--- src/rtl/core/bsa_pkg.sv ---
package bsa_pkg;

    localparam int unsigned DEF_SLOT_COUNT = 16384;

    localparam int unsigned FUNC_W   = 2;
    localparam int unsigned HANDLE_W = 15;
    localparam int unsigned STATUS_W = 2;
    localparam int unsigned WORD_W   = 64;
    localparam int unsigned BIT_W    = 6;
    localparam int unsigned GRP_SIZE = 32;
    localparam int unsigned GRP_SW   = 5;

    // stream widths
    localparam int unsigned IN_DATA_W = 16;
    localparam int unsigned OUT_W     = HANDLE_W + STATUS_W + HANDLE_W;

    typedef enum logic [FUNC_W-1:0] {
        FUNC_ALLOC = 2'd0,
        FUNC_FREE  = 2'd1,
        FUNC_CHECK = 2'd2
    } t_func;

    typedef enum logic [STATUS_W-1:0] {
        ST_OK      = 2'd0,
        ST_FULL    = 2'd1,
        ST_INVALID = 2'd2
    } t_status;

    typedef enum logic [2:0] {
        RES_NONE,
        RES_GRANT,
        RES_FULL,
        RES_OK,
        RES_INVALID
    } t_res;

    typedef struct packed {
        logic clear_step;   // write one word of the clearing pass
        logic capture;      // latch the accepted request
        logic grp_latch;    // latch first group with a free word
        logic word_read;    // read the first free word of that group
        logic handle_read;  // read the word that holds the handle
        logic alloc_commit; // clear the found bit, update summary and high water
        logic free_commit;  // set the handle bit, update summary and high water
        t_res res;          // result to record
        logic out_load;     // move the recorded result into the output register
    } t_dp_cmd;

    typedef struct packed {
        logic              clr_last;
        logic [FUNC_W-1:0] func;
        logic              handle_ok;
        logic              grp_found;
        logic              live;
    } t_dp_sts;

endpackage

--- src/rtl/core/bsa_ctrl.sv ---
module bsa_ctrl
    import bsa_pkg::*;
(
    input  logic    i_clk,
    input  logic    i_rst_n,
    input  logic    i_in_valid,
    output logic    o_in_ready,
    output logic    o_out_valid,
    input  logic    i_out_ready,
    output t_dp_cmd o_cmd,
    input  t_dp_sts i_sts
);

    typedef enum logic [2:0] {
        S_CLEAR,
        S_IDLE,
        S_DECODE,
        S_WSEL,
        S_ALLOC,
        S_LOOKUP,
        S_DONE
    } t_state;

    t_state r_state;
    t_state n_state;
    logic   r_out_valid;
    logic   out_free;

    assign out_free   = ~r_out_valid | i_out_ready;
    assign o_in_ready = (r_state == S_IDLE);

    always_comb begin
        n_state = r_state;
        o_cmd   = '0;
        o_cmd.res = RES_NONE;
        unique case (r_state)
            S_CLEAR: begin
                o_cmd.clear_step = 1'b1;
                if (i_sts.clr_last) begin
                    n_state = S_IDLE;
                end
            end
            S_IDLE: begin
                if (i_in_valid) begin
                    o_cmd.capture = 1'b1;
                    n_state       = S_DECODE;
                end
            end
            S_DECODE: begin
                unique case (i_sts.func)
                    FUNC_ALLOC: begin
                        o_cmd.grp_latch = 1'b1;
                        if (i_sts.grp_found) begin
                            n_state = S_WSEL;
                        end else begin
                            o_cmd.res = RES_FULL;
                            n_state   = S_DONE;
                        end
                    end
                    FUNC_FREE, FUNC_CHECK: begin
                        if (i_sts.handle_ok) begin
                            o_cmd.handle_read = 1'b1;
                            n_state           = S_LOOKUP;
                        end else begin
                            o_cmd.res = RES_INVALID;
                            n_state   = S_DONE;
                        end
                    end
                    default: begin
                        o_cmd.res = RES_INVALID;
                        n_state   = S_DONE;
                    end
                endcase
            end
            S_WSEL: begin
                o_cmd.word_read = 1'b1;
                n_state         = S_ALLOC;
            end
            S_ALLOC: begin
                o_cmd.alloc_commit = 1'b1;
                o_cmd.res          = RES_GRANT;
                n_state            = S_DONE;
            end
            S_LOOKUP: begin
                if (i_sts.live) begin
                    o_cmd.free_commit = (i_sts.func == FUNC_FREE);
                    o_cmd.res         = RES_OK;
                end else begin
                    o_cmd.res = RES_INVALID;
                end
                n_state = S_DONE;
            end
            S_DONE: begin
                if (out_free) begin
                    o_cmd.out_load = 1'b1;
                    n_state        = S_IDLE;
                end
            end
            default: begin
                n_state = S_IDLE;
            end
        endcase
    end

    always_ff @(posedge i_clk) begin
        if (!i_rst_n) begin
            r_state     <= S_CLEAR;
            r_out_valid <= 1'b0;
        end else begin
            r_state <= n_state;
            if (o_cmd.out_load) begin
                r_out_valid <= 1'b1;
            end else if (i_out_ready) begin
                r_out_valid <= 1'b0;
            end
        end
    end

    assign o_out_valid = r_out_valid;

endmodule

--- config.mk ---
export PLATFORM = sky130hd
export DESIGN_NAME = bsa_ctrl
export DESIGN_NICKNAME = d
export VERILOG_FILES = /design/src/rtl/core/bsa_pkg.sv /design/src/rtl/core/bsa_ctrl.sv
export SDC_FILE = /design/constraint.sdc
export NUM_CORES = 1
export LEC_CHECK = 0
export BUFFER_PORTS_ARGS = -buffer_cell sky130_fd_sc_hd__buf_2
export CAP_MARGIN = 20
export CORE_AREA = 2 2 39 41
export CTS_BUF_LIST = sky130_fd_sc_hd__clkbuf_4 sky130_fd_sc_hd__clkbuf_8
export CTS_CLUSTER_DIAMETER = 150
export CTS_CLUSTER_SIZE = 12
export DETAILED_ROUTE_END_ITERATION = 10
export DIE_AREA = 0 0 41 43
export HOLD_SLACK_MARGIN = 0.15
export PLACE_DENSITY = 0.66
export SYNTH_ARGS = -nofsm -noshare
export SYNTH_HDL_FRONTEND = slang
export SYNTH_SLANG_ARGS = --single-unit
--- constraint.sdc ---
create_clock -name i_clk -period 3.8 [get_ports i_clk]
set_clock_uncertainty 0.1 [all_clocks]
set_input_delay 0.76 -clock i_clk [delete_from_list [all_inputs] [get_ports i_clk]]
set_output_delay 0.76 -clock i_clk [all_outputs]
set_load 0.005 [all_outputs]
==> results of run 1 <==
[worst max-delay path: cells and delay by family]
kind	cells	cell delay [ns]
AO/OA/AOI/OAI	2	0.20
buffers and inverters	3	0.29
AND/OR/NAND/NOR	1	0.12
adder cells (fa/ha/maj)	1	0.34
[cells by family (layout without fill, tap and decap cells)]
family,Yosys count,after routing,synth area share [%]
buffers and inverters,10,31,9.31
AOI/OAI and AO/OA,15,15,25.5
DFF,4,4,19.2
adders and majority gates,4,4,12.0
and+or+nand+nor,26,26,33.9
[stage by stage]
step / std cells / worst slack [ns] / utilization, % / area, µm²
after floorplan: 59 / 1.51 / - / 417
after global placement: 93 / 1.27 / 38.3 / 531
after detailed placement: 93 / 1.22 / 38.3 / 531
after CTS: 96 / 1.22 / 40.0 / 553
after global routing: 96 / 1.13 / 40.0 / 553
final: 96 / 1.23 / 40.0 / 553
[final cells by class]
class                           count  area [µm²]
Clock buffer                        3        22.5
Fill cell                         169         831
Inverter                            6        22.5
Multi-Input combinational cell     45         298
Sequential cell                     4        80.1
Tap cell                           16        20.0
Timing Repair Buffer               22         110
[layout by cell type, fill, tap and decap left out, drive strengths merged, types with 2 or more instances in the layout]
| master | count |
|---|---|
| a211oi | 2 |
| a21oi | 3 |
| buf | 22 |
| clkbuf | 3 |
| dfxtp | 4 |
| ha | 4 |
| inv | 6 |
| nand2 | 4 |
| nand2b | 4 |
| nand3b | 2 |
| nor2 | 6 |
| nor2b | 2 |
| nor3 | 3 |
| o21ai | 3 |
[registers in the layout, summed over array words and instances (netlist names)]
signal       count
o_out_valid      1
r_state          3
[per-layer routing]
layer	track usage (%)	vias up	routed length (µm)
met3	1.57	0	42
met5	0	-	0
met2	16.9	10	496
met1	16.0	222	456
li1	-	244	-
met4	8.00	0	0
[final timing paths]
path,startpoint,end,slack (ns),depth (start not counted)
setup / recovery,i_sts[3],o_cmd[3],1.23,7
hold / removal,o_out_valid,o_out_valid,0.45,2
setup reg to reg,r_state[1],r_state[0],2.17,3
hold reg to reg,o_out_valid,o_out_valid,0.45,2
[power by group through the flow]
stage	Sequential, µW	Clock, µW	Combinational, µW
2_1_floorplan	53.8	0	61.4
3_3_place_gp	68.5	0	71.6
3_5_place_dp	68.8	0	73.5
4_1_cts	68.1	54.5	73.6
5_1_grt	70.7	57.1	80.2
6_report	68.3	51.5	72.8
==> results.cfg, run 1 <==
[synth]
syn_avg_cell_area_um2 = 7.06
yosys-top-cells-area = dfxtp_1, ha_1, nand2b_1, inv_1, nor2_1
synth.distinct_cells = 28
ys_seq_area_share_pct = 19.2
synth_top_area_share_pct = 19.2
synth_edf_count = 0
synthCells = 59
async_reset_ff_share_pct = 0
yosys_register_bits = 4
yosys_most_used_dff = dfxtp_1
synth.largest_area_cell = dfxtp_1
synth_area_um2 = 417
ys_warn_count = 0
synthesis.nets = 73
netlist_top_cells_count = inv_1, nor2_1

[clock_tree]
clock-sinks = 4
cts_buffers = 3
cts.htree.levels = 1
post_cts_buffers = 0
clockBufferDepth = 2
clkLatencyLatePin_ns = 0.23
cts_tree = built
ctsHoldBuffers = 0
cts.clk_slew.worst_paths_ns = 0.04
cts_resized = 0
root_buffer = clkbuf_4

[critical_path]
crit_chain = buf_2, inv_1, ha_1, nand2_1, o21ai_0, o22ai_1, buf_2
end_kind = output pin
start_kind = primary input
worstPathArrival_ns = 1.71
critPathMaxStageDelay_ns = 0.34
worstPathMaxFanout = 4
cp_common_cell = buf_2
slowest_stage = ha_1
criticalPathCategory = primary input to output pin
crit_required_ns = 2.94

[sta]
slew-limit-headroom_pct = 73.8
period_needed_ns = 2.57
maxSlewViolCount = 0
hold_viol_final = 0
tightest_slew_ns = 0.393
setup_viol = 0
max_freq_mhz = 389
finalCritPeriodShare_pct = 67.6
tns_ns = 0
rsz0062_at_grt = false
hold-worst-slack_ns = 0.454

[power]
ir_worst_vdd_v = 0.000160
p_int_uw = 123
swShare_pct = 36.0
combPwrFrac_pct = 37.8
p_total_uw = 193
p_sw_uw = 69.4
power_frac_clock_pct = 26.7
p_leak_uw = 0.000280
power_frac_seq_pct = 35.5
power_density_nw_per_um2 = 348

[layout]
drive_above_1_share_pct = 32.5
diodes = 0
fin_nets = 96
synthToLayoutAreaGrowth_pct = 32.7

[grt]
antenna_found_initial = 0
grt_pass1_wl_um = 1470
grt_pass1_vias = 380
grt_usage_pct = 11.9
grt_max_degree = 15
gr-total-overflow = 0

[job]
cap_violations = 0

[routing]
vias_per_cell = 4.96
wirelength_um = 994
ant_nets = 0
drc = 0
vias = 476
initialDrtViolationCount = 6
dr.pass1.iters = 4
wl_per_cell_um = 10.4

[die]
num_rows = 14
die_area_um2 = 1760
dieHeight_um = 43
ioPinCount = 23
coreArea_um2 = 1380
start_util_pct = 30.1
die_w_um = 41

[place]
gp_congestion = 0.710
dp_hpwl_um = 798
io_buffers = 22

[worst_hold_path]
hp-class = register to register

[status]
outcome = completed
No activity file was read; power rests on OpenSTA's default activity.
==> run 2: changes to the inputs <==
- clock period: 3.8 -> 2.5 ns (I/O delays scaled with it)
==> run 2 against run 1 <==
  * Clock power up 55%
  * Global-route usage about the same
  * Highest routed layer unchanged
  * Largest cell class unchanged
  * Utilization up 0.54 points
  * Worst setup slack worse by 1.0 ns
  * Register-to-register slack worse by 1.3 ns
==> results.cfg, run 2 (synthesis results as in run 1) <==
[status]
outcome = completed

[critical_path]
crit_chain = or3b_1, o41ai_1, buf_2
end_kind = output pin
criticalPathCategory = register to output pin
crit_required_ns = 1.90
worstPathArrival_ns = 1.67
start_kind = register
slowest_stage = dfxtp_1
cp_top_family = flip-flops
critPathMaxStageDelay_ns = 0.53
worstPathMaxFanout = 13
cp_num_buf_inv = 1

[place]
gp_congestion = 0.693
placed_area_um2 = 538
io_buffers = 22
dp_hpwl_um = 802

[clock_tree]
cts_buffers = 3
root_buffer = clkbuf_4
ctsHoldBuffers = 0
cts.htree.levels = 1
cts_resized = 0
clkLatencyLatePin_ns = 0.23
cts.clk_slew.worst_paths_ns = 0.04
cts_tree = built
clock-sinks = 4
post_cts_buffers = 0
clockBufferDepth = 2

[layout]
diodes = 0
largest-register = r_state
layout_common_cells = buf_2, inv_1, nor2_1
design_area_um2 = 561
synthToLayoutAreaGrowth_pct = 34.5
largest_register_ffs = 3
fin_nets = 97
layout.cells.most_common = buf_2
drive_above_1_share_pct = 33.3

[die]
ioPinCount = 23
die_area_um2 = 1760
num_rows = 14
start_util_pct = 30.1
die_w_um = 41
coreArea_um2 = 1380
dieHeight_um = 43

[grt]
antenna_found_initial = 0
grt_pass1_wl_um = 1470
gr-total-overflow = 0
grt_usage_pct = 11.9
grt_max_degree = 14
grt_pass1_vias = 395

[power]
p_total_uw = 298
ir_worst_vdd_v = 0.000247
power_density_nw_per_um2 = 532
p_leak_uw = 0.000285

[routing]
dr.pass1.iters = 4
ant_nets = 0
drc = 0
initialDrtViolationCount = 12
wirelength_um = 975
vias = 491
wl_per_cell_um = 10.1
vias_per_cell = 5.06

[sta]
finalCritPeriodShare_pct = 90.7
tns_ns = 0
tightest_slew_ns = 0.360
max_freq_mhz = 441
period_needed_ns = 2.27
slew-limit-headroom_pct = 76.0
rsz0062_at_grt = false
hold_viol_final = 0
setup_viol = 0
maxSlewViolCount = 0

[job]
cap_violations = 0

[worst_hold_path]
hp-class = register to register
[run 2: cell count changes in the layout (fill, tap and decap cells not counted), sizes merged]
cell	before	now
buf	22	23
[run 2: layout make-up]
class                           instances  area, µm²
Timing Repair Buffer                   23        118
Multi-Input combinational cell         45        298
Inverter                                6       22.5
Fill cell                             164        823
Tap cell                               16       20.0
Clock buffer                            3       22.5
Sequential cell                         4       80.1
[run 2: metal layers]
metal  share of wire, %  vias up  GRT usage, %
met3                6.3        0          4.71
li1                   -      247             -
met5                  0        -             0
met1                 44      226          14.8
met4                  0        0          4.00
met2                 49       18          18.1
[run 2: power by group]
group,switching (µW),internal (µW)
logic,62.9,64.5
clock network,25.9,53.7
registers,17.2,74.3
total,106,192
[run 2: path summary, 6_finish.rpt]
| path | startpoint | endpoint | slack [ns] | depth (start not counted) |
|---|---|---|---|---|
| max | r_state[1] | o_cmd[2] | 0.23 | 3 |
| max reg2reg | r_state[1] | r_state[0] | 0.87 | 3 |
| min reg2reg | o_out_valid | o_out_valid | 0.43 | 2 |
| min | o_out_valid | o_out_valid | 0.43 | 2 |
[run 2: stage by stage]
| step | util (%) | hold WS, ns | setup slack (ns) | std cells |
|---|---|---|---|---|
| detailed placement | 38.9 | 0.429 | 0.439 | 94 |
| finish | 40.5 | 0.433 | 0.233 | 97 |
| CTS | 40.5 | 0.430 | 0.221 | 97 |
| global route | 40.5 | 0.440 | 0.141 | 97 |
| floorplan | - | 0.417 | 0.735 | 59 |
| global placement | 38.9 | 0.428 | 0.487 | 94 |
[run 2: tightest hold or removal path: stages (launching register included)]
cell,delay (ns)
dfxtp_1,0.30
nand2b_1,0.11
a21boi_1,0.07
==> run 3: changes to the inputs <==
- ABC_AREA: not set -> 1
- BUFFER_PORTS_ARGS: -buffer_cell sky130_fd_sc_hd__buf_2 -> not set
- DONT_BUFFER_PORTS: not set -> 1
- PLACE_DENSITY: 0.66 -> 0.58
==> run 3 against run 2 <==
  * First-iteration DRC count down 75%
  * Die area unchanged
  * Fmax up 18%
  * Clock power down 2%
  * Critical path depth up 1
  * Synthesized cell count up 32%
  * Global-route usage about the same
  * Non-clock buffer count down 23
  * Sequential cell count unchanged
  * Final cell count down 2.1%
  * Wire length down 4.0%
  * Sequential share of layout area up 1.1 points
==> results.cfg, run 3 <==
[status]
outcome = completed

[sta]
worst_slack_ns = 0.585
tns_ns = 0
period_needed_ns = 1.92
maxSlewViolCount = 0
setup_viol = 0
hold_viol_final = 0
slew-limit-headroom_pct = 74.2
tightest_slew_ns = 0.386
finalCritPeriodShare_pct = 76.6
max_freq_mhz = 522
rsz0062_at_grt = false

[routing]
vias = 427
initialDrtViolationCount = 3
drc = 0
ant_nets = 0
vias_per_cell = 4.49
wirelength_um = 936
wl_per_cell_um = 9.85
dr.pass1.iters = 4

[power]
combPwrFrac_pct = 30.6
p_leak_uw = 0.000266
power_frac_clock_pct = 33.5
p_int_uw = 149
p_sw_uw = 84.2
power_density_nw_per_um2 = 447
swShare_pct = 36.1
power_frac_seq_pct = 35.9
ir_worst_vdd_v = 0.000149

[clock_tree]
clkLatencyLatePin_ns = 0.23
clock-sinks = 4
root_buffer = clkbuf_4
post_cts_buffers = 0
cts.clk_slew.worst_paths_ns = 0.04
cts_tree = built
cts.htree.levels = 1
cts_resized = 0
clockBufferDepth = 2
cts_buffers = 3
ctsHoldBuffers = 0

[critical_path]
worstPathArrival_ns = 1.32
crit_chain = nand2_2, nor2_4, inv_1, o31ai_2
cp_num_buf_inv = 1
end_kind = output pin
slowest_stage = dfxtp_1
cp_top_family = flip-flops
worstPathMaxFanout = 8
crit_required_ns = 1.90
criticalPathCategory = register to output pin
start_kind = register
critPathMaxStageDelay_ns = 0.49

[die]
start_util_pct = 36.3
die_w_um = 41
dieHeight_um = 43
num_rows = 14
coreArea_um2 = 1380
ioPinCount = 23
die_area_um2 = 1760

[layout]
layout_common_cells = inv_1, nand2_1, nor2_1
largest-register = r_state
diodes = 0
drive_above_1_share_pct = 22.8
final_cell_count_no_fill = 95
design_area_um2 = 522
layout.cells.most_common = inv_1
fin_nets = 95
largest_register_ffs = 3
fill_cells = 165
synthToLayoutAreaGrowth_pct = 3.99

[synth]
ys_seq_area_share_pct = 16.0
synth_area_um2 = 502
yosys_register_bits = 4
synth_edf_count = 0
synthesis.nets = 92
synth.distinct_cells = 22
yosys_most_used_dff = dfxtp_1
yosys-top-cells-area = dfxtp_1, inv_1, ha_1, nand2_1, nor2_1
synth.largest_area_cell = dfxtp_1
synth_top_area_share_pct = 16.0
synthCells = 78
syn_avg_cell_area_um2 = 6.43
async_reset_ff_share_pct = 0
synth.most_common_cell = inv_1
netlist_top_cells_count = inv_1, nand2_1, nor2_1
ys_warn_count = 0

[grt]
antenna_found_initial = 0
grt_usage_pct = 11.9
grt_pass1_vias = 387
gr-total-overflow = 0
grt_max_degree = 10
grt_pass1_wl_um = 1480

[place]
dp_hpwl_um = 799
dpl.cell_count = 92
pre_cts_ws_ns = 0.634
gp_congestion = 0.699
placed_area_um2 = 499
io_buffers = 0

[worst_hold_path]
hp-class = primary input to register

[job]
cap_violations = 0
-- run 3: worst register-to-register path: stages, from the launching register on --
cell and delay [ns]:
dfxtp_1 0.54, inv_1 0.12, nand3_2 0.12, nor2_4 0.05, nor2_4 0.12, nand3_2 0.07, a21oi_2 0.10
-- run 3: worst paths after layout --
kind | start | endpoint | slack, ns | cells past startpoint
setup / recovery | r_state[1] | o_cmd[2] | 0.58 | 4
hold / removal | i_rst_n | r_state[2] | 0.27 | 2
setup reg to reg | r_state[0] | r_state[1] | 1.20 | 6
hold reg to reg | o_out_valid | o_out_valid | 0.48 | 2
-- run 3: power by group through the flow --
stage | clock, µW | sequential [µW] | combinational, µW
floorplan | 0 | 73.8 | 78.2
global placement | 0 | 84.0 | 71.1
detailed placement | 0 | 84.3 | 71.6
CTS | 81.1 | 83.3 | 71.9
global route | 89.1 | 84.8 | 81.3
finish | 78.0 | 83.7 | 71.3
-- run 3: through the flow --
stage               utilization, %  total power (µW)  hold WS, ns
floorplan                        -               152        0.457
global placement              36.1               155        0.488
detailed placement            36.1               156        0.488
CTS                           37.7               236        0.265
global route                  37.7               255        0.258
finish                        37.7               233        0.268
-- run 3: routing by layer --
metal,global-route usage (%),routed length (µm),vias up
met4,6.00,17,0
met3,2.09,59,2
li1,-,-,242
met1,16.7,466,169
met2,16.9,393,14
met5,0,0,-
-- run 3: area by class of cell --
cell class,instances,area (µm²),area share [%]
multi-input cells,52,324,62.1
flip-flops and latches,4,80.1,15.3
inverters,20,75.1,14.4
clock buffers,3,22.5,4.32
well taps,16,20.0,3.84
-- run 3: cell families (layout without fill, tap and decap cells) --
group,Yosys count,in the layout,synth area share (%)
simple gates,39,39,42.4
flops,4,4,16.0
buf+inv,22,23,19.5
compound gates,9,9,12.2
fa+ha+maj,4,4,9.98
